File: config.mk
export PLATFORM = sky130hd
export DESIGN_NAME = console_dual_ring_fifo_unit
export DESIGN_NICKNAME = d
export VERILOG_FILES = /design/src/hdl/crf_pkg.sv /design/src/hdl/console_dual_ring_fifo_unit.sv /design/src/hdl/crf_ram.sv /design/src/hdl/crf_ctrl.sv
export SDC_FILE = /design/constraint.sdc
export NUM_CORES = 1
export LEC_CHECK = 0
export BUFFER_PORTS_ARGS = -buffer_cell sky130_fd_sc_hd__buf_2
export CELL_PAD_IN_SITES_DETAIL_PLACEMENT = 0
export CELL_PAD_IN_SITES_GLOBAL_PLACEMENT = 1
export CORE_MARGIN = 2
export CORE_UTILIZATION = 35
export CTS_CLUSTER_DIAMETER = 120
export DETAILED_ROUTE_END_ITERATION = 8
export GPL_ROUTABILITY_DRIVEN = 0
export PLACE_DENSITY_LB_ADDON = 0.1
export SETUP_SLACK_MARGIN = 0.3
export SLEW_MARGIN = 20
export SYNTH_ARGS = -nofsm -noshare
export SYNTH_HDL_FRONTEND = slang
export SYNTH_SLANG_ARGS = --single-unit
File: constraint.sdc
create_clock -name clk -period 4.8 [get_ports clk]
set_clock_uncertainty 0.05 [all_clocks]
set_input_delay 0.24 -clock clk [delete_from_list [all_inputs] [get_ports clk]]
set_output_delay 0.24 -clock clk [all_outputs]
set_load 0.01 [all_outputs]
File: src/hdl/crf_pkg.sv
// ----------------------------------------------------------------------------
// crf_pkg
// Shared types, constants and helpers for the console dual ring buffer.
// ----------------------------------------------------------------------------
`default_nettype none

package crf_pkg;

  localparam int RING_DEPTH = 64;
  localparam int PTR_W      = (RING_DEPTH > 1) ? $clog2(RING_DEPTH) : 1;
  localparam int CNT_W      = PTR_W + 1;
  localparam int BYTE_W     = 8;
  localparam int LVL_W      = 6;
  localparam int CMD_W      = 3;
  localparam int IN_TDATA_W  = 16;
  localparam int OUT_TDATA_W = 48;

  typedef logic [PTR_W-1:0]  ptr_t;
  typedef logic [BYTE_W-1:0] byte_t;
  typedef logic [LVL_W-1:0]  lvl_t;

  localparam lvl_t LVL_MAX = '1;

  typedef enum logic [CMD_W-1:0] {
    CMD_LINE_RX    = 3'd0,
    CMD_HOST_READ  = 3'd1,
    CMD_HOST_PEEK  = 3'd2,
    CMD_HOST_WRITE = 3'd3,
    CMD_TX_READY   = 3'd4
  } cmd_t;

  typedef struct packed {
    logic  we;
    ptr_t  waddr;
    byte_t wdata;
    logic  re;
    ptr_t  raddr;
  } ram_req_t;

  typedef struct packed {
    byte_t rx_data;
    logic  rx_data_valid;
    byte_t line_out_byte;
    logic  line_out_valid;
    byte_t forward_byte;
    logic  forward_valid;
    logic  write_accepted;
    logic  echo_dropped;
    logic  rx_dropped;
    lvl_t  rx_level;
    lvl_t  tx_level;
    logic  tx_irq_on;
  } res_t;

  function automatic ptr_t next_slot(ptr_t p);
    ptr_t n;
    begin
      n = (p == PTR_W'(RING_DEPTH - 1)) ? '0 : p + 1'b1;
      return n;
    end
  endfunction

  function automatic lvl_t fill_level(ptr_t w, ptr_t r);
    logic [CNT_W-1:0] d;
    begin
      if (w >= r) begin
        d = {1'b0, w} - {1'b0, r};
      end else begin
        d = CNT_W'(RING_DEPTH) + {1'b0, w} - {1'b0, r};
      end
      if (CNT_W'(d) > CNT_W'(LVL_MAX) && CNT_W > LVL_W) begin
        return LVL_MAX;
      end
      return LVL_W'(d);
    end
  endfunction

endpackage

`default_nettype wire

File: src/hdl/console_dual_ring_fifo_unit.sv
// ----------------------------------------------------------------------------
// console_dual_ring_fifo_unit
// Serial console buffer: receive ring and transmit ring in two RAMs, with
// host read/peek/write, line receive with echo, and transmitter-ready pops.
//
//   channel  ports                        payload
//   in       in_tvalid/in_tready/in_tdata command, byte_in
//   out      out_tvalid/out_tready/...    result fields, both fill levels
//   cfg      cfg_valid/cfg_ready/cfg_data manual_mode
//
// One transfer per cycle while the output is not stalled; each result passes
// through the RAM read stage, then the output register.
// Reset (rst_n low, synchronous) empties both rings and clears manual_mode
// and the irq enable; no clearing pass.
// A stalled output holds the result stage, which then holds the input.
// ----------------------------------------------------------------------------
`default_nettype none

module console_dual_ring_fifo_unit import crf_pkg::*; (
  input  wire logic                   clk,
  input  wire logic                   rst_n,
  input  wire logic                   in_tvalid,
  output logic                        in_tready,
  // [2:0] command, [10:3] byte_in, [15:11] zero
  input  wire logic [IN_TDATA_W-1:0]  in_tdata,
  output logic                        out_tvalid,
  input  wire logic                   out_tready,
  // [7:0] rx_data, [8] rx_data_valid, [16:9] line_out_byte,
  // [17] line_out_valid, [25:18] forward_byte, [26] forward_valid,
  // [27] write_accepted, [28] echo_dropped, [29] rx_dropped,
  // [35:30] rx_level, [41:36] tx_level, [42] tx_irq_on, [47:43] zero
  output logic [OUT_TDATA_W-1:0]      out_tdata,
  input  wire logic                   cfg_valid,
  output logic                        cfg_ready,
  input  wire logic                   cfg_data
);

  logic       manual_mode_r;
  logic       out_valid_r;
  res_t       out_r;
  logic       in_fire;
  logic       res_valid, res_ready, busy;
  res_t       res;
  ram_req_t   rx_req, tx_req;
  byte_t      rx_rdata, tx_rdata;

  assign cfg_ready = 1'b1;
  assign in_tready = !busy;
  assign in_fire   = in_tvalid && in_tready;
  assign res_ready = !out_valid_r || out_tready;

  crf_ram #(.WIDTH(BYTE_W), .DEPTH(RING_DEPTH)) u_rx_ram (
    .clk   (clk),
    .we    (rx_req.we),
    .waddr (rx_req.waddr),
    .wdata (rx_req.wdata),
    .re    (rx_req.re),
    .raddr (rx_req.raddr),
    .rdata (rx_rdata)
  );

  crf_ram #(.WIDTH(BYTE_W), .DEPTH(RING_DEPTH)) u_tx_ram (
    .clk   (clk),
    .we    (tx_req.we),
    .waddr (tx_req.waddr),
    .wdata (tx_req.wdata),
    .re    (tx_req.re),
    .raddr (tx_req.raddr),
    .rdata (tx_rdata)
  );

  crf_ctrl u_ctrl (
    .clk         (clk),
    .rst_n       (rst_n),
    .in_fire     (in_fire),
    .in_cmd      (cmd_t'(in_tdata[CMD_W-1:0])),
    .in_byte     (in_tdata[CMD_W +: BYTE_W]),
    .manual_mode (manual_mode_r),
    .rx_req      (rx_req),
    .tx_req      (tx_req),
    .rx_rdata    (rx_rdata),
    .tx_rdata    (tx_rdata),
    .res_valid   (res_valid),
    .res_ready   (res_ready),
    .res         (res),
    .busy        (busy)
  );

  always_ff @(posedge clk) begin
    if (!rst_n) begin
      manual_mode_r <= 1'b0;
      out_valid_r   <= 1'b0;
    end else begin
      if (cfg_valid && cfg_ready) begin
        manual_mode_r <= cfg_data;
      end
      if (res_valid && res_ready) begin
        out_valid_r <= 1'b1;
      end else if (out_tready) begin
        out_valid_r <= 1'b0;
      end
    end
  end

  always_ff @(posedge clk) begin
    if (res_valid && res_ready) begin
      out_r <= res;
    end
  end

  assign out_tvalid = out_valid_r;
  assign out_tdata  = {5'd0,
                       out_r.tx_irq_on,
                       out_r.tx_level,
                       out_r.rx_level,
                       out_r.rx_dropped,
                       out_r.echo_dropped,
                       out_r.write_accepted,
                       out_r.forward_valid,
                       out_r.forward_byte,
                       out_r.line_out_valid,
                       out_r.line_out_byte,
                       out_r.rx_data_valid,
                       out_r.rx_data};

endmodule

`default_nettype wire

File: src/hdl/crf_ram.sv
// ----------------------------------------------------------------------------
// crf_ram
// Generic single-write, single-read RAM with registered read data.
// ----------------------------------------------------------------------------
`default_nettype none

module crf_ram #(
  parameter int WIDTH = 8,
  parameter int DEPTH = 64
) (
  input  wire logic                     clk,
  input  wire logic                     we,
  input  wire logic [$clog2(DEPTH)-1:0] waddr,
  input  wire logic [WIDTH-1:0]         wdata,
  input  wire logic                     re,
  input  wire logic [$clog2(DEPTH)-1:0] raddr,
  output logic      [WIDTH-1:0]         rdata
);

  logic [WIDTH-1:0] mem [DEPTH];

  always_ff @(posedge clk) begin
    if (we) begin
      mem[waddr] <= wdata;
    end
    if (re) begin
      rdata <= mem[raddr];
    end
  end

endmodule

`default_nettype wire

File: src/hdl/crf_ctrl.sv
// ----------------------------------------------------------------------------
// crf_ctrl
// Ring pointers, interrupt enable and the RAM access stage. Pointers move at
// the input transfer; the result forms in the following cycle with the read data.
// ----------------------------------------------------------------------------
`default_nettype none

module crf_ctrl import crf_pkg::*; (
  input  wire logic     clk,
  input  wire logic     rst_n,
  input  wire logic     in_fire,
  input  wire cmd_t     in_cmd,
  input  wire byte_t    in_byte,
  input  wire logic     manual_mode,
  output ram_req_t      rx_req,
  output ram_req_t      tx_req,
  input  wire byte_t    rx_rdata,
  input  wire byte_t    tx_rdata,
  output logic          res_valid,
  input  wire logic     res_ready,
  output res_t          res,
  output logic          busy
);

  typedef struct packed {
    byte_t fwd_byte;
    logic  fwd_valid;
    logic  rxd_valid;
    logic  lo_valid;
    logic  write_accepted;
    logic  echo_dropped;
    logic  rx_dropped;
  } s1_t;

  ptr_t  rx_wp_r, rx_wp_nxt, rx_rp_r, rx_rp_nxt;
  ptr_t  tx_wp_r, tx_wp_nxt, tx_rp_r, tx_rp_nxt;
  logic  irq_r, irq_nxt;
  logic  s1_valid_r, s1_valid_nxt;
  s1_t   s1_r, s1_nxt;
  logic  rx_empty, rx_full, tx_empty, tx_full;
  logic  tx_push;

  assign rx_empty = (rx_rp_r == rx_wp_r);
  assign tx_empty = (tx_rp_r == tx_wp_r);
  assign rx_full  = (next_slot(rx_wp_r) == rx_rp_r);
  assign tx_full  = (next_slot(tx_wp_r) == tx_rp_r);

  always_comb begin
    rx_wp_nxt = rx_wp_r;
    rx_rp_nxt = rx_rp_r;
    tx_wp_nxt = tx_wp_r;
    tx_rp_nxt = tx_rp_r;
    irq_nxt   = irq_r;
    s1_nxt    = '0;
    tx_push   = 1'b0;
    rx_req    = '{we: 1'b0, waddr: rx_wp_r, wdata: in_byte, re: 1'b0, raddr: rx_rp_r};
    tx_req    = '{we: 1'b0, waddr: tx_wp_r, wdata: in_byte, re: 1'b0, raddr: tx_rp_r};
    if (in_fire) begin
      case (in_cmd)
        CMD_LINE_RX: begin
          tx_push = 1'b1;
          if (!rx_full) begin
            rx_req.we = 1'b1;
            rx_wp_nxt = next_slot(rx_wp_r);
          end else begin
            s1_nxt.rx_dropped = 1'b1;
          end
          s1_nxt.echo_dropped = tx_full;
          if (manual_mode) begin
            s1_nxt.fwd_byte  = in_byte;
            s1_nxt.fwd_valid = 1'b1;
          end
        end
        CMD_HOST_READ, CMD_HOST_PEEK: begin
          if (!rx_empty) begin
            rx_req.re        = 1'b1;
            s1_nxt.rxd_valid = 1'b1;
            if (in_cmd == CMD_HOST_READ) begin
              rx_rp_nxt = next_slot(rx_rp_r);
            end
          end
        end
        CMD_HOST_WRITE: begin
          tx_push               = 1'b1;
          s1_nxt.write_accepted = !tx_full;
        end
        CMD_TX_READY: begin
          if (tx_empty) begin
            irq_nxt = 1'b0;
          end else begin
            tx_req.re       = 1'b1;
            s1_nxt.lo_valid = 1'b1;
            tx_rp_nxt       = next_slot(tx_rp_r);
          end
        end
        default: begin
        end
      endcase
      if (tx_push) begin
        irq_nxt = 1'b1;
        if (!tx_full) begin
          tx_req.we = 1'b1;
          tx_wp_nxt = next_slot(tx_wp_r);
        end
      end
    end
  end

  always_comb begin
    s1_valid_nxt = s1_valid_r;
    if (res_valid && res_ready) begin
      s1_valid_nxt = 1'b0;
    end
    if (in_fire) begin
      s1_valid_nxt = 1'b1;
    end
  end

  always_ff @(posedge clk) begin
    if (!rst_n) begin
      rx_wp_r    <= '0;
      rx_rp_r    <= '0;
      tx_wp_r    <= '0;
      tx_rp_r    <= '0;
      irq_r      <= 1'b0;
      s1_valid_r <= 1'b0;
    end else begin
      rx_wp_r    <= rx_wp_nxt;
      rx_rp_r    <= rx_rp_nxt;
      tx_wp_r    <= tx_wp_nxt;
      tx_rp_r    <= tx_rp_nxt;
      irq_r      <= irq_nxt;
      s1_valid_r <= s1_valid_nxt;
    end
  end

  always_ff @(posedge clk) begin
    if (in_fire) begin
      s1_r <= s1_nxt;
    end
  end

  assign res_valid = s1_valid_r;
  assign busy      = s1_valid_r && !res_ready;

  always_comb begin
    res                = '0;
    res.rx_data        = s1_r.rxd_valid ? rx_rdata : '0;
    res.rx_data_valid  = s1_r.rxd_valid;
    res.line_out_byte  = s1_r.lo_valid ? tx_rdata : '0;
    res.line_out_valid = s1_r.lo_valid;
    res.forward_byte   = s1_r.fwd_byte;
    res.forward_valid  = s1_r.fwd_valid;
    res.write_accepted = s1_r.write_accepted;
    res.echo_dropped   = s1_r.echo_dropped;
    res.rx_dropped     = s1_r.rx_dropped;
    res.rx_level       = fill_level(rx_wp_r, rx_rp_r);
    res.tx_level       = fill_level(tx_wp_r, tx_rp_r);
    res.tx_irq_on      = irq_r;
  end

  a_tx_no_rw: assert property (@(posedge clk) disable iff (!rst_n)
    !(tx_req.we && tx_req.re))
    else $error("tx ring written and read in one cycle");

  a_irq_clear: assert property (@(posedge clk) disable iff (!rst_n)
    (in_fire && in_cmd == CMD_TX_READY && tx_empty) |=> !irq_r)
    else $error("irq enable not cleared on empty tx ring");

  a_rx_hold: assert property (@(posedge clk) disable iff (!rst_n)
    (in_fire && rx_empty) |=> (rx_rp_r == $past(rx_rp_r)))
    else $error("rx read pointer moved on empty ring");

  a_no_overrun: assert property (@(posedge clk) disable iff (!rst_n)
    (s1_valid_r && !res_ready) |-> !in_fire)
    else $error("transfer taken while result stage stalled");

endmodule

`default_nettype wire

# Word-level counts from Yosys, hierarchy flattened
# Memories as Yosys holds them, arrays and structs flattened. A register that Yosys moved wholly into a read port is not among the register bits.
# Index checks and enable logic that the tools add are counted.
# totals
memories	2
ff_bits	85
ramBits	1024
word_cells	119
# op_classes
bitwise	4
reduce_logical	21
muxes	39
n_eq_ne	12
n_addsub	10
n_lt_le_gt_ge	4
# memory_table
name	words	width	rd	rd_clocked_by_memory_dff	write_ports	line_no	source
u_rx_ram.mem	64	8	1	1	1	crf_ram.sv:20	logic [WIDTH-1:0] mem [DEPTH];
u_tx_ram.mem	64	8	1	1	1	crf_ram.sv:20	
# ops
operator	count
$mux 6	8
$mux 1	29
$add 6x1->6 const B	4
$eq 6x6->1	4
$eq 6x6->1 const B	4
$add 7x6->7 const A	2
$gt 7x6->1 const B	2
$mux 7	2
$sub 6x6->7	2
$sub 7x6->7	2
$ge 6x6->1	2
$reduce_and 3->1	4
$reduce_bool 2->1	4
$eq 3x2->1 const B	2
$logic_not 1->1	4
$not 1->1	4
$reduce_and 4->1	1
$reduce_or 2->1	2
$eq 3x1->1 const B	1
$eq 3x3->1 const B	1
$logic_and 1x1->1	3
$logic_not 3->1	1
$reduce_and 2->1	1
$logic_or 1x1->1	1

# Depth between registers and ports, before layout
# Gate-level depths: netlist of run 1.
# depth
ltp_word	11
depth_mapped	12

# Cells and area by module
# Synthesis of run 1 repeated with hierarchy kept, for this count alone.
# unflattened
hier_cells	2334
hier_area_um2	45152.1
# by_module_without_submodules
module	area_per_inst_um2	n_inst	seq_area_each_um2	cells_each
crf_ram	20246.9	2	15615.0	940
crf_ctrl	3210.6	1	940.9	393
console_dual_ring_fifo_unit	1447.6	1	1331.3	61

# Worst setup path after synthesis of run 1
# No wires, ideal clock.
# synth_path
kind	register to register
startpoint	register u_ctrl.s1_valid_r, in the netlist u_ctrl.res_valid
endpoint	register out_r (netlist bit out_tdata[0]), enable pin
required_time_ns	4.241
path_stages_with_launch	2
arrival_ns	3.498
path_buffers	0
setup_time_ns	0.509
setup_slack_ns	0.743
synth_period_minus_slack_ns	4.057
path_cell_list	dfxtp_1 a21boi_0
# synth_between
elab_chain_len	1
# synth_lines
item	line_no	source
start, declared	crf_ctrl.sv:38	logic s1_valid_r, s1_valid_nxt;
start signal, assigned	crf_ctrl.sv:133	s1_valid_r <= s1_valid_nxt;
$logic_and 1x1->1	console_dual_ring_fifo_unit.sv:106	if (res_valid && res_ready) begin
end signal, assigned	console_dual_ring_fifo_unit.sv:107	out_r <= res;
end, declared	console_dual_ring_fifo_unit.sv:40	res_t out_r;
# No other way between the ends.
# A chain may end at the register's enable or synchronous reset.

# Worst setup path after layout of run 1
# layout_path
startpoint	register u_ctrl.tx_wp_r[1]
endpoint	memory u_tx_ram.mem[6][6], enable pin
# layout_between
elab_chain_len	8
elab_cells_between_ends	9
cone_classes	add/sub (1); eq/ne (2); mux (6)
# layout_lines
item	line_no	source
start, declared	crf_ctrl.sv:36	ptr_t tx_wp_r, tx_wp_nxt, tx_rp_r, tx_rp_nxt;
start signal, assigned	crf_ctrl.sv:130	tx_wp_r <= tx_wp_nxt;
$add 6x1->6 or $eq 6x6->1 (tied branches)	crf_pkg.sv:58	n = (p == PTR_W'(RING_DEPTH - 1)) ? '0 : p + 1'b1;
$mux 6	crf_pkg.sv:58	
$eq 6x6->1	crf_ctrl.sv:46	assign tx_full = (next_slot(tx_wp_r) == tx_rp_r);
$mux 1	crf_ctrl.sv:101	if (!tx_full) begin
$mux 1	crf_ctrl.sv:99	if (tx_push) begin
$mux 1	crf_ctrl.sv:58	if (in_fire) begin
$mux 1	crf_ram.sv:23	if (we) begin
$mux 1 (implied by the code)	crf_ram.sv:24	mem[waddr] <= wdata;
end, declared	crf_ram.sv:20	
# Parallel ways exist; a longest one is shown, timed or not.

==> flow_summary.json, run 1 <==
{
  "fin_area_sq_um": 51700,
  "wl_per_cell_um": 26.8,
  "drc_errors": 0,
  "peakVddDrop_mv": 0.259,
  "grt_max_degree": 116,
  "start_util_pct": 35.3,
  "cts_buffers": 119,
  "ys.flop_type": "edfxtp_1",
  "drt-total-wl_um": 111000,
  "antenna_found_initial": 3,
  "cts_tree": "yes",
  "fp.dieW_um": 361,
  "hold_viol_final": 0,
  "clock_latency_ns": 0.72,
  "grt_pass1_wl_um": 160000,
  "rsz0062_at_grt": "false",
  "end_kind": "flip-flop",
  "layout_commonest_cell": "edfxtp_1",
  "drt_iter0_markers": 1748,
  "synth-seq-cells": 1125,
  "cp.arrival_ns": 4.33,
  "syn_area_sq_um": 44500,
  "synth_top_family_by_area": "multiplexers",
  "root_buffer": "clkbuf_16",
  "synth_xor_area_share_pct": 0.484,
  "post_cts.repair.setup_buffers": 0,
  "yosysWarnings": 0,
  "worst-setup-path-type": "reg2reg",
  "setup_viol": 0,
  "synth_cells": 2123,
  "area_growth_pct": 16.1,
  "relSlewSlack_pct": 31.3,
  "grt_use_total_pct": 17.1,
  "clock_sinks": 1125,
  "drive_gt1_share_pct": 30.5,
  "final_max_slew_viol_count": 0,
  "synth.distinct_cells": 69,
  "postCtsResizedCells": 0,
  "synth.area.mux_share_pct": 16.4,
  "portBuffers": 61,
  "seq_area_frac_synth_pct": 75.3,
  "place_hpwl_um": 68300,
  "clock_path_buffers": 3,
  "max_freq_mhz": 252,
  "worstPathRequired_ns": 5.16,
  "clk_pin_slew_ns": 0.06,
  "cts.htree.levels": 3,
  "die_area_sq_um": 130000,
  "status": "complete, no violations",
  "period_share_pct": 82.7,
  "fp-row-count": 130,
  "total_power_mw": 20.1,
  "most-common-layout-cells": "edfxtp_1 (1,097), mux4_2 (318), buf_4 (170)",
  "min_period_ns": 3.97,
  "cap_violations": 0,
  "dp.cells": 3879,
  "n_fill_cell": 11100,
  "die_h_um": 361,
  "core_sq_um": 126000,
  "synth_compound_area_share_pct": 1.40,
  "num_vias": 21500,
  "finalNetCount": 2405,
  "power.density_nw_per_um2": 389,
  "io_pins": 73,
  "fin_cells": 4121,
  "leakage_nw": 16.1,
  "synth_adder_area_share_pct": 0.540,
  "dpl_cell_area_sq_um": 47700,
  "detail-route-antenna-nets": 0,
  "ys_async_sr_fraction_pct": 0,
  "crit_fanout": 15,
  "setup_tns_ns": 0,
  "tightest_slew_ns": 1.03,
  "min_path_type": "in2reg",
  "synth_area_per_cell_sq_um": 21.0,
  "yosys.area_share.simple_pct": 4.29,
  "synth_edf_count": 1097,
  "grt-ovfl-total": 0,
  "firstDrtPassIters": 5,
  "critPathLaunchType": "flip-flop",
  "grt_pass1_vias": 22300,
  "post_drt_via_cell_ratio": 5.22
}
-- sequential cells by signal, summed over array words and instances (netlist names) --
name              count
u_rx_ram.mem        512
u_tx_ram.mem        512
out_tdata            43
u_ctrl.res           14
u_rx_ram.rdata        8
u_tx_ram.rdata        8
u_ctrl.rx_rp_r        6
u_ctrl.rx_wp_r        6
u_ctrl.tx_rp_r        6
u_ctrl.tx_wp_r        6
manual_mode_r         1
out_tvalid            1
u_ctrl.irq_r          1
u_ctrl.res_valid      1
-- kinds of logic after synthesis --
family / count (synthesis)
XOR/XNOR: 23
flip-flops: 1125
buffers and inverters: 153
adder cells (fa/ha/maj): 18
multiplexers: 330
AND/OR/NAND/NOR: 379
other: 2
AO/OA/AOI/OAI: 93
-- path summary, 6_finish.rpt --
check                     from             endpoint  slack [ns]  depth (start not counted)
min                in_tdata[9]  u_tx_ram.mem[51][6]        0.04                          1
min reg2reg     u_ctrl.res[23]        out_tdata[24]        0.37                          0
max          u_ctrl.tx_wp_r[1]   u_tx_ram.mem[6][6]        0.83                          9
max reg2reg  u_ctrl.tx_wp_r[1]   u_tx_ram.mem[6][6]        0.83                          9
-- final cells by class --
class | instances | area (sq um) | area share [%]
clock inverter | 79 | 707 | 1.37
multi-input combinational | 849 | 10400 | 20.1
sequential | 1125 | 33500 | 64.9
tap | 1650 | 2060 | 4.00
inverter | 26 | 97.6 | 0.189
timing repair buffer | 244 | 1810 | 3.51
clock buffer | 147 | 3100 | 6.01
antenna | 1 | 2.50 | 0.00484
-- metrics by stage --
stage | util, % | setup WS (ns) | hold WS [ns]
detailed placement | 37.9 | 0.912 | 0.356
finish | 41.0 | 0.832 | 0.0392
CTS | 41.0 | 0.879 | 0.00296
floorplan | - | 0.743 | 0.289
global placement | 37.9 | 0.908 | 0.358
global route | 41.0 | 0.563 | 0.0495
-- power breakdown --
part | total, mW | internal [mW] | switching [mW]
Clock | 8.93 | 5.17 | 3.76
Combinational | 0.360 | 0.0866 | 0.273
Sequential | 10.8 | 10.8 | 0.0161
Total | 20.1 | 16.1 | 4.05
-- worst max-delay path, cell delays in order, from the launching register on --
cell and delay (ns):
dfxtp_1 0.58, ha_1 0.38, nand2_1 0.13, or2_2 0.37
o211ai_1 0.20, or4b_1 0.59, nand4_1 0.64, buf_4 0.38
nor2_1 0.11, buf_4 0.22
-- synthesized netlist by cell type (all sizes together) (13+ instances only) --
| cell type | count | area [sq um] |
|---|---|---|
| o22ai | 25 | 156 |
| buf | 88 | 478 |
| nor4 | 21 | 150 |
| clkbuf | 39 | 148 |
| nor2 | 111 | 417 |
| edfxtp | 1097 | 32900 |
| nor3 | 60 | 300 |
| a21oi | 13 | 65.1 |
| inv | 25 | 93.8 |
| nand2 | 72 | 270 |
| ha | 16 | 200 |
| xnor2 | 18 | 158 |
| dfxtp | 28 | 561 |
| mux4 | 318 | 7160 |
| nand3 | 21 | 115 |
| and2 | 27 | 169 |
-- timing repair --
| action | CTS | global route |
|---|---|---|
| setup endpoints to repair | 0 | 0 |
| hold endpoints to repair | 83 | 0 |
| hold buffers | 15 | 0 |
-- metal layers --
metal	wire, um	GRT usage [%]	up-vias
li1	-	-	9317
met1	50500	24.7	11600
met2	52300	26.8	511
met3	5600	2.90	130
met4	2210	4.86	0
met5	0	0	-
Power figures use the tool's default switching activity.
==> inputs of run 2 (changes only) <==
--- a/config.mk
+++ b/config.mk
@@ -5,6 +5,7 @@
 export SDC_FILE = /design/constraint.sdc
 export NUM_CORES = 1
 export LEC_CHECK = 0
+export ABC_AREA = 1
 export BUFFER_PORTS_ARGS = -buffer_cell sky130_fd_sc_hd__buf_2
 export CELL_PAD_IN_SITES_DETAIL_PLACEMENT = 0
 export CELL_PAD_IN_SITES_GLOBAL_PLACEMENT = 1
==> constraint.sdc (replaced) <==
create_clock -name clk -period 3.6 [get_ports clk]
set_clock_uncertainty 0.05 [all_clocks]
set_input_delay 0.18 -clock clk [delete_from_list [all_inputs] [get_ports clk]]
set_output_delay 0.18 -clock clk [all_outputs]
set_load 0.01 [all_outputs]
==> flow_summary.json, run 2 <==
{
  "crit_fanout": 9,
  "reg2reg_depth": 11,
  "area_growth_pct": 16.9,
  "firstDrtPassIters": 5,
  "detail-route-antenna-nets": 0,
  "core_sq_um": 129000,
  "cp_common_cell": "nand2_1",
  "root_buffer": "clkbuf_16",
  "yosysWarnings": 0,
  "num_vias": 28800,
  "most-common-layout-cells": "edfxtp_1 (1,097), nor2_1 (786), o21ai_0 (518)",
  "synth.distinct_cells": 41,
  "seq_area_frac_synth_pct": 73.6,
  "clock_path_buffers": 3,
  "fin_area_sq_um": 53200,
  "drt_iter0_markers": 2138,
  "ys_async_sr_fraction_pct": 0,
  "antenna_found_initial": 1,
  "cts_buffers": 132,
  "place_ws_ns": -0.00878,
  "die_h_um": 365,
  "synthTopCellsByArea": "edfxtp_1 (72%), nor2_1 (6.6%), o21ai_0 (5.7%)",
  "setup_viol": 0,
  "synth_common_cells": "edfxtp_1 (1,097), nor2_1 (797), o21ai_0 (518)",
  "multi_input_area_sq_um": 10700,
  "critPathTopFamily": "simple AND/OR/NAND/NOR gates",
  "crit_chain": "ha_1 > nand2_1 > inv_1 > nand2_1 > nand3_2 > nand2_1 > nand2_1 > nor2_2 > a21oi_4 > nand2_4 > nor2_2",
  "cts_tree": "yes",
  "grt_pass1_wl_um": 195000,
  "min_path_type": "in2reg",
  "power.density_nw_per_um2": 535,
  "setup_tns_ns": 0,
  "cp.arrival_ns": 3.43,
  "die_area_sq_um": 133000,
  "register_area_sq_um": 33500,
  "cap_violations": 0,
  "syn_area_sq_um": 45500,
  "n_fill_cell": 12400,
  "hold_viol_final": 0,
  "worstPathRequired_ns": 3.95,
  "finalNetCount": 3945,
  "status": "complete, no violations",
  "leakage_nw": 18.2,
  "layout_commonest_cell": "edfxtp_1",
  "cp_slowest_cell": "nor2_2",
  "yosysMostFrequentCell": "edfxtp_1",
  "wl_per_cell_um": 23.1,
  "worst-setup-path-type": "reg2reg",
  "grt_max_degree": 109,
  "post_drt_via_cell_ratio": 5.00,
  "drc_errors": 0,
  "fp-row-count": 132,
  "relSlewSlack_pct": 29.1,
  "fp.dieW_um": 365,
  "drive_gt1_share_pct": 12.0,
  "synth_area_per_cell_sq_um": 12.2,
  "min_period_ns": 3.08,
  "io_pins": 73,
  "rsz0062_at_grt": "false",
  "fin_ws_ns": 0.518,
  "synth-seq-cells": 1125,
  "timing.critical_path.depth": 11,
  "max_freq_mhz": 324,
  "path_buf_inv": 1,
  "holdWs_ns": 0.0291,
  "grt-ovfl-total": 0,
  "grt_use_total_pct": 20.0,
  "clk_pin_slew_ns": 0.06,
  "yosysTopAreaCellShare_pct": 72.4,
  "synth_edf_count": 1097,
  "cts.htree.levels": 4,
  "period_share_pct": 85.6,
  "tightest_slew_ns": 1.06,
  "holdPathStages": 1,
  "clock_latency_ns": 0.78,
  "synth_top_cell_by_area": "edfxtp_1",
  "start_util_pct": 35.2,
  "critPathLaunchType": "flip-flop",
  "drt-total-wl_um": 133000,
  "slowest_delay_ns": 0.49,
  "peakVddDrop_mv": 0.496,
  "place_hpwl_um": 78500,
  "ys.flop_type": "edfxtp_1",
  "clock_sinks": 1125,
  "end_kind": "flip-flop",
  "post_cts.repair.setup_buffers": 0,
  "grt_pass1_vias": 28400,
  "final_max_slew_viol_count": 0,
  "portBuffers": 61,
  "dpl_cell_area_sq_um": 48900,
  "synth_cells": 3719
}
run 2: where the power goes:
group	internal, mW	switching, mW	total, mW
Clock	7.54	5.33	12.9
Sequential	14.4	0.0434	14.5
Combinational	0.294	0.837	1.13
Total	22.3	6.21	28.5
run 2: what timing repair did:
item	4_1_cts	5_1_grt
endpoints found under the setup margin	196	175
gates cloned	0	0
hold buffers	19	0
resized for setup	10	4
hold endpoints to repair	354	0
run 2: cell families (layout without fill, tap and decap cells):
family | after synthesis | in the layout | share of synthesized area (%)
and+or+nand+nor | 1404 | 1404 | 12.5
buffers and inverters | 336 | 623 | 3.02
AOI/OAI and AO/OA | 824 | 824 | 10.2
xor gates and xnor gates | 10 | 10 | 0.192
adders and majority gates | 18 | 18 | 0.528
other | 2 | 7 | 0.0165
DFF | 1125 | 1125 | 73.6
run 2: final cells by class:
cell class	instances	area share, %
clock inverters	74	1.12
clock buffers	165	6.66
repair buffers	275	4.22
well taps	1742	4.10
inverters	109	0.788
flip-flops and latches	1125	63.0
multi-input cells	2262	20.1
diodes	1	0.00470
run 2: stage by stage:
stage,std cells,power (mW),util [%]
3_5_place_dp,5494,15.9,37.8
3_3_place_gp,5494,15.9,37.8
6_report,5753,28.5,41.2
5_1_grt,5752,29.5,41.2
4_1_cts,5752,28.9,41.1
2_1_floorplan,3723,15.3,-
run 2: path summary, 6_finish.rpt:
path	endpoint	startpoint	slack (ns)
setup / recovery	u_tx_ram.mem[56][6]	u_ctrl.tx_wp_r[0]	0.52
hold / removal	u_rx_ram.mem[36][0]	in_tdata[3]	0.03
setup reg to reg	u_tx_ram.mem[56][6]	u_ctrl.tx_wp_r[0]	0.52
hold reg to reg	out_tdata[21]	u_ctrl.res[20]	0.37
run 2: layer usage:
metal | up-vias | wire (um) | global-route usage (%)
met5 | - | 0 | 0
met4 | 0 | 2700 | 5.55
met3 | 159 | 4720 | 3.08
met2 | 471 | 66300 | 34.2
met1 | 14300 | 59400 | 26.5
li1 | 13800 | - | -
==> inputs of run 3 (changes only) <==
--- a/config.mk
+++ b/config.mk
@@ -5,16 +5,13 @@
 export SDC_FILE = /design/constraint.sdc
 export NUM_CORES = 1
 export LEC_CHECK = 0
-export ABC_AREA = 1
 export BUFFER_PORTS_ARGS = -buffer_cell sky130_fd_sc_hd__buf_2
-export CELL_PAD_IN_SITES_DETAIL_PLACEMENT = 0
-export CELL_PAD_IN_SITES_GLOBAL_PLACEMENT = 1
 export CORE_MARGIN = 2
 export CORE_UTILIZATION = 35
 export CTS_CLUSTER_DIAMETER = 120
 export DETAILED_ROUTE_END_ITERATION = 8
 export GPL_ROUTABILITY_DRIVEN = 0
-export PLACE_DENSITY_LB_ADDON = 0.1
+export REMOVE_ABC_BUFFERS = 1
 export SETUP_SLACK_MARGIN = 0.3
 export SLEW_MARGIN = 20
 export SYNTH_ARGS = -nofsm -noshare
==> flow_summary.json, run 3 (synthesized netlist as in run 1, its figures left out) <==
{
  "status": "complete, no violations",
  "hold_end": "u_rx_ram.mem[37][4]",
  "io_pins": 73,
  "setup_viol": 0,
  "critPathLaunchType": "flip-flop",
  "holdPathStages": 1,
  "cap_violations": 0,
  "grt-ovfl-total": 0,
  "clock_latency_ns": 0.69,
  "slowest_delay_ns": 0.79,
  "tightest_slew_ns": 1.05,
  "fp-row-count": 130,
  "peakVddDrop_mv": 0.541,
  "clk_pin_slew_ns": 0.06,
  "root_buffer": "clkbuf_16",
  "post_drt_via_cell_ratio": 5.33,
  "drt_iter0_markers": 2170,
  "grt_pass1_vias": 22500,
  "core_sq_um": 126000,
  "drt-total-wl_um": 102000,
  "cts.htree.levels": 3,
  "die_h_um": 361,
  "most-common-layout-cells": "edfxtp_1 (1,097), mux4_2 (318), buf_4 (182)",
  "crit_fanout": 34,
  "path_buf_inv": 2,
  "multi_input_area_sq_um": 10400,
  "max_freq_mhz": 314,
  "layout_commonest_cell": "edfxtp_1",
  "start_util_pct": 35.3,
  "holdWs_ns": 0.0446,
  "fp.dieW_um": 361,
  "die_area_sq_um": 130000,
  "clock_sinks": 1125,
  "crit_chain": "or3b_2 > a21oi_1 > o31ai_1 > a211oi_2 > or2_2 > buf_4 > nor4_1 > buf_4",
  "period_share_pct": 88.5,
  "finalNetCount": 2404,
  "area_growth_pct": 15.8,
  "end_kind": "flip-flop",
  "relSlewSlack_pct": 29.8,
  "drive_gt1_share_pct": 32.1,
  "r2r-end": "u_rx_ram.mem[17][0]",
  "num_vias": 21900,
  "grt_use_total_pct": 15.6,
  "min_period_ns": 3.19,
  "firstDrtPassIters": 7,
  "cts_buffers": 103,
  "fin_area_sq_um": 51500,
  "place_ws_ns": 0.152,
  "detail-route-antenna-nets": 0,
  "min_path_type": "in2reg",
  "dpl_cell_area_sq_um": 47800,
  "power.density_nw_per_um2": 505,
  "worst-setup-path-type": "reg2reg",
  "cp_common_cell": "buf_4",
  "place_hpwl_um": 64300,
  "leakage_nw": 16.0,
  "n_fill_cell": 11000,
  "cp.arrival_ns": 3.52,
  "critPathTopFamily": "simple AND/OR/NAND/NOR gates",
  "worstPathRequired_ns": 3.93,
  "cp_slowest_cell": "dfxtp_2",
  "hold_viol_final": 0,
  "portBuffers": 61,
  "final_max_slew_viol_count": 0,
  "fin_ws_ns": 0.413,
  "rsz0062_at_grt": "false",
  "drc_errors": 0,
  "r2r_setup_slack_ns": 0.41,
  "cts_tree": "yes",
  "antenna_found_initial": 4,
  "clock_path_buffers": 3,
  "reg2reg_depth": 8,
  "wl_per_cell_um": 25.0,
  "rr_startpoint": "u_ctrl.rx_rp_r[2]",
  "min_from": "in_tdata[7]",
  "register_area_sq_um": 33500,
  "grt_max_degree": 103,
  "grt_pass1_wl_um": 151000
}
[run 3: worst max-delay path by stage]
stage / startpoint / end / slack, ns / cells past startpoint
2_1_floorplan: u_ctrl.rx_rp_r[0] / u_rx_ram.mem[17][0] / -4.90 / 5
3_3_place_gp: u_ctrl.tx_wp_r[0] / u_tx_ram.mem[52][5] / 0.32 / 8
3_5_place_dp: u_ctrl.tx_wp_r[0] / u_tx_ram.mem[52][0] / 0.15 / 8
4_1_cts: u_ctrl.tx_wp_r[0] / u_tx_ram.mem[30][3] / 0.19 / 8
5_1_grt: u_ctrl.rx_wp_r[5] / u_rx_ram.mem[17][0] / 0.36 / 8
6_report: u_ctrl.rx_rp_r[2] / u_rx_ram.mem[17][0] / 0.41 / 8
[run 3: routing by layer]
layer  part of all wire [%]  wire length [um]  track usage, %
met4                    2.4              2430            3.95
met5                  0.027                28               0
met3                    6.7              6880            3.21
met2                     49             50200            25.8
met1                     42             42800            21.1
[run 3: area by class of cell]
class / count / area share (%)
Clock buffer: 134 / 5.53
Multi-Input combinational cell: 849 / 20.2
Clock inverter: 57 / 1.16
Sequential cell: 1125 / 65.0
Tap cell: 1650 / 4.01
Antenna cell: 3 / 0.0146
Inverter: 26 / 0.189
Timing Repair Buffer: 259 / 3.86
[run 3: timing repair]
| action | in CTS | in global routing |
|---|---|---|
| hold buffers | 12 | 1 |
| setup endpoints to repair | 185 | 819 |
| gates resized for setup | 20 | 18 |
| setup buffers | 0 | 1 |
| hold endpoints to repair | 61 | 22 |
| pin swaps | 0 | 0 |
[run 3: through the flow]
step | TNS [ns] | power (mW) | utilization, % | instances
floorplan | -4630.92 | 14.8 | - | 2000
global placement | 0 | 15.2 | 38.0 | 3894
detailed placement | 0 | 15.2 | 38.0 | 3894
CTS | 0 | 26.3 | 40.8 | 4097
global route | 0 | 26.8 | 40.9 | 4101
finish | 0 | 26.0 | 40.9 | 4103
[run 3: power by group]
group / internal (mW) / switching (mW)
registers: 14.4 / 0.0258
clock network: 6.43 / 4.68
logic: 0.130 / 0.376
total: 21.0 / 5.08
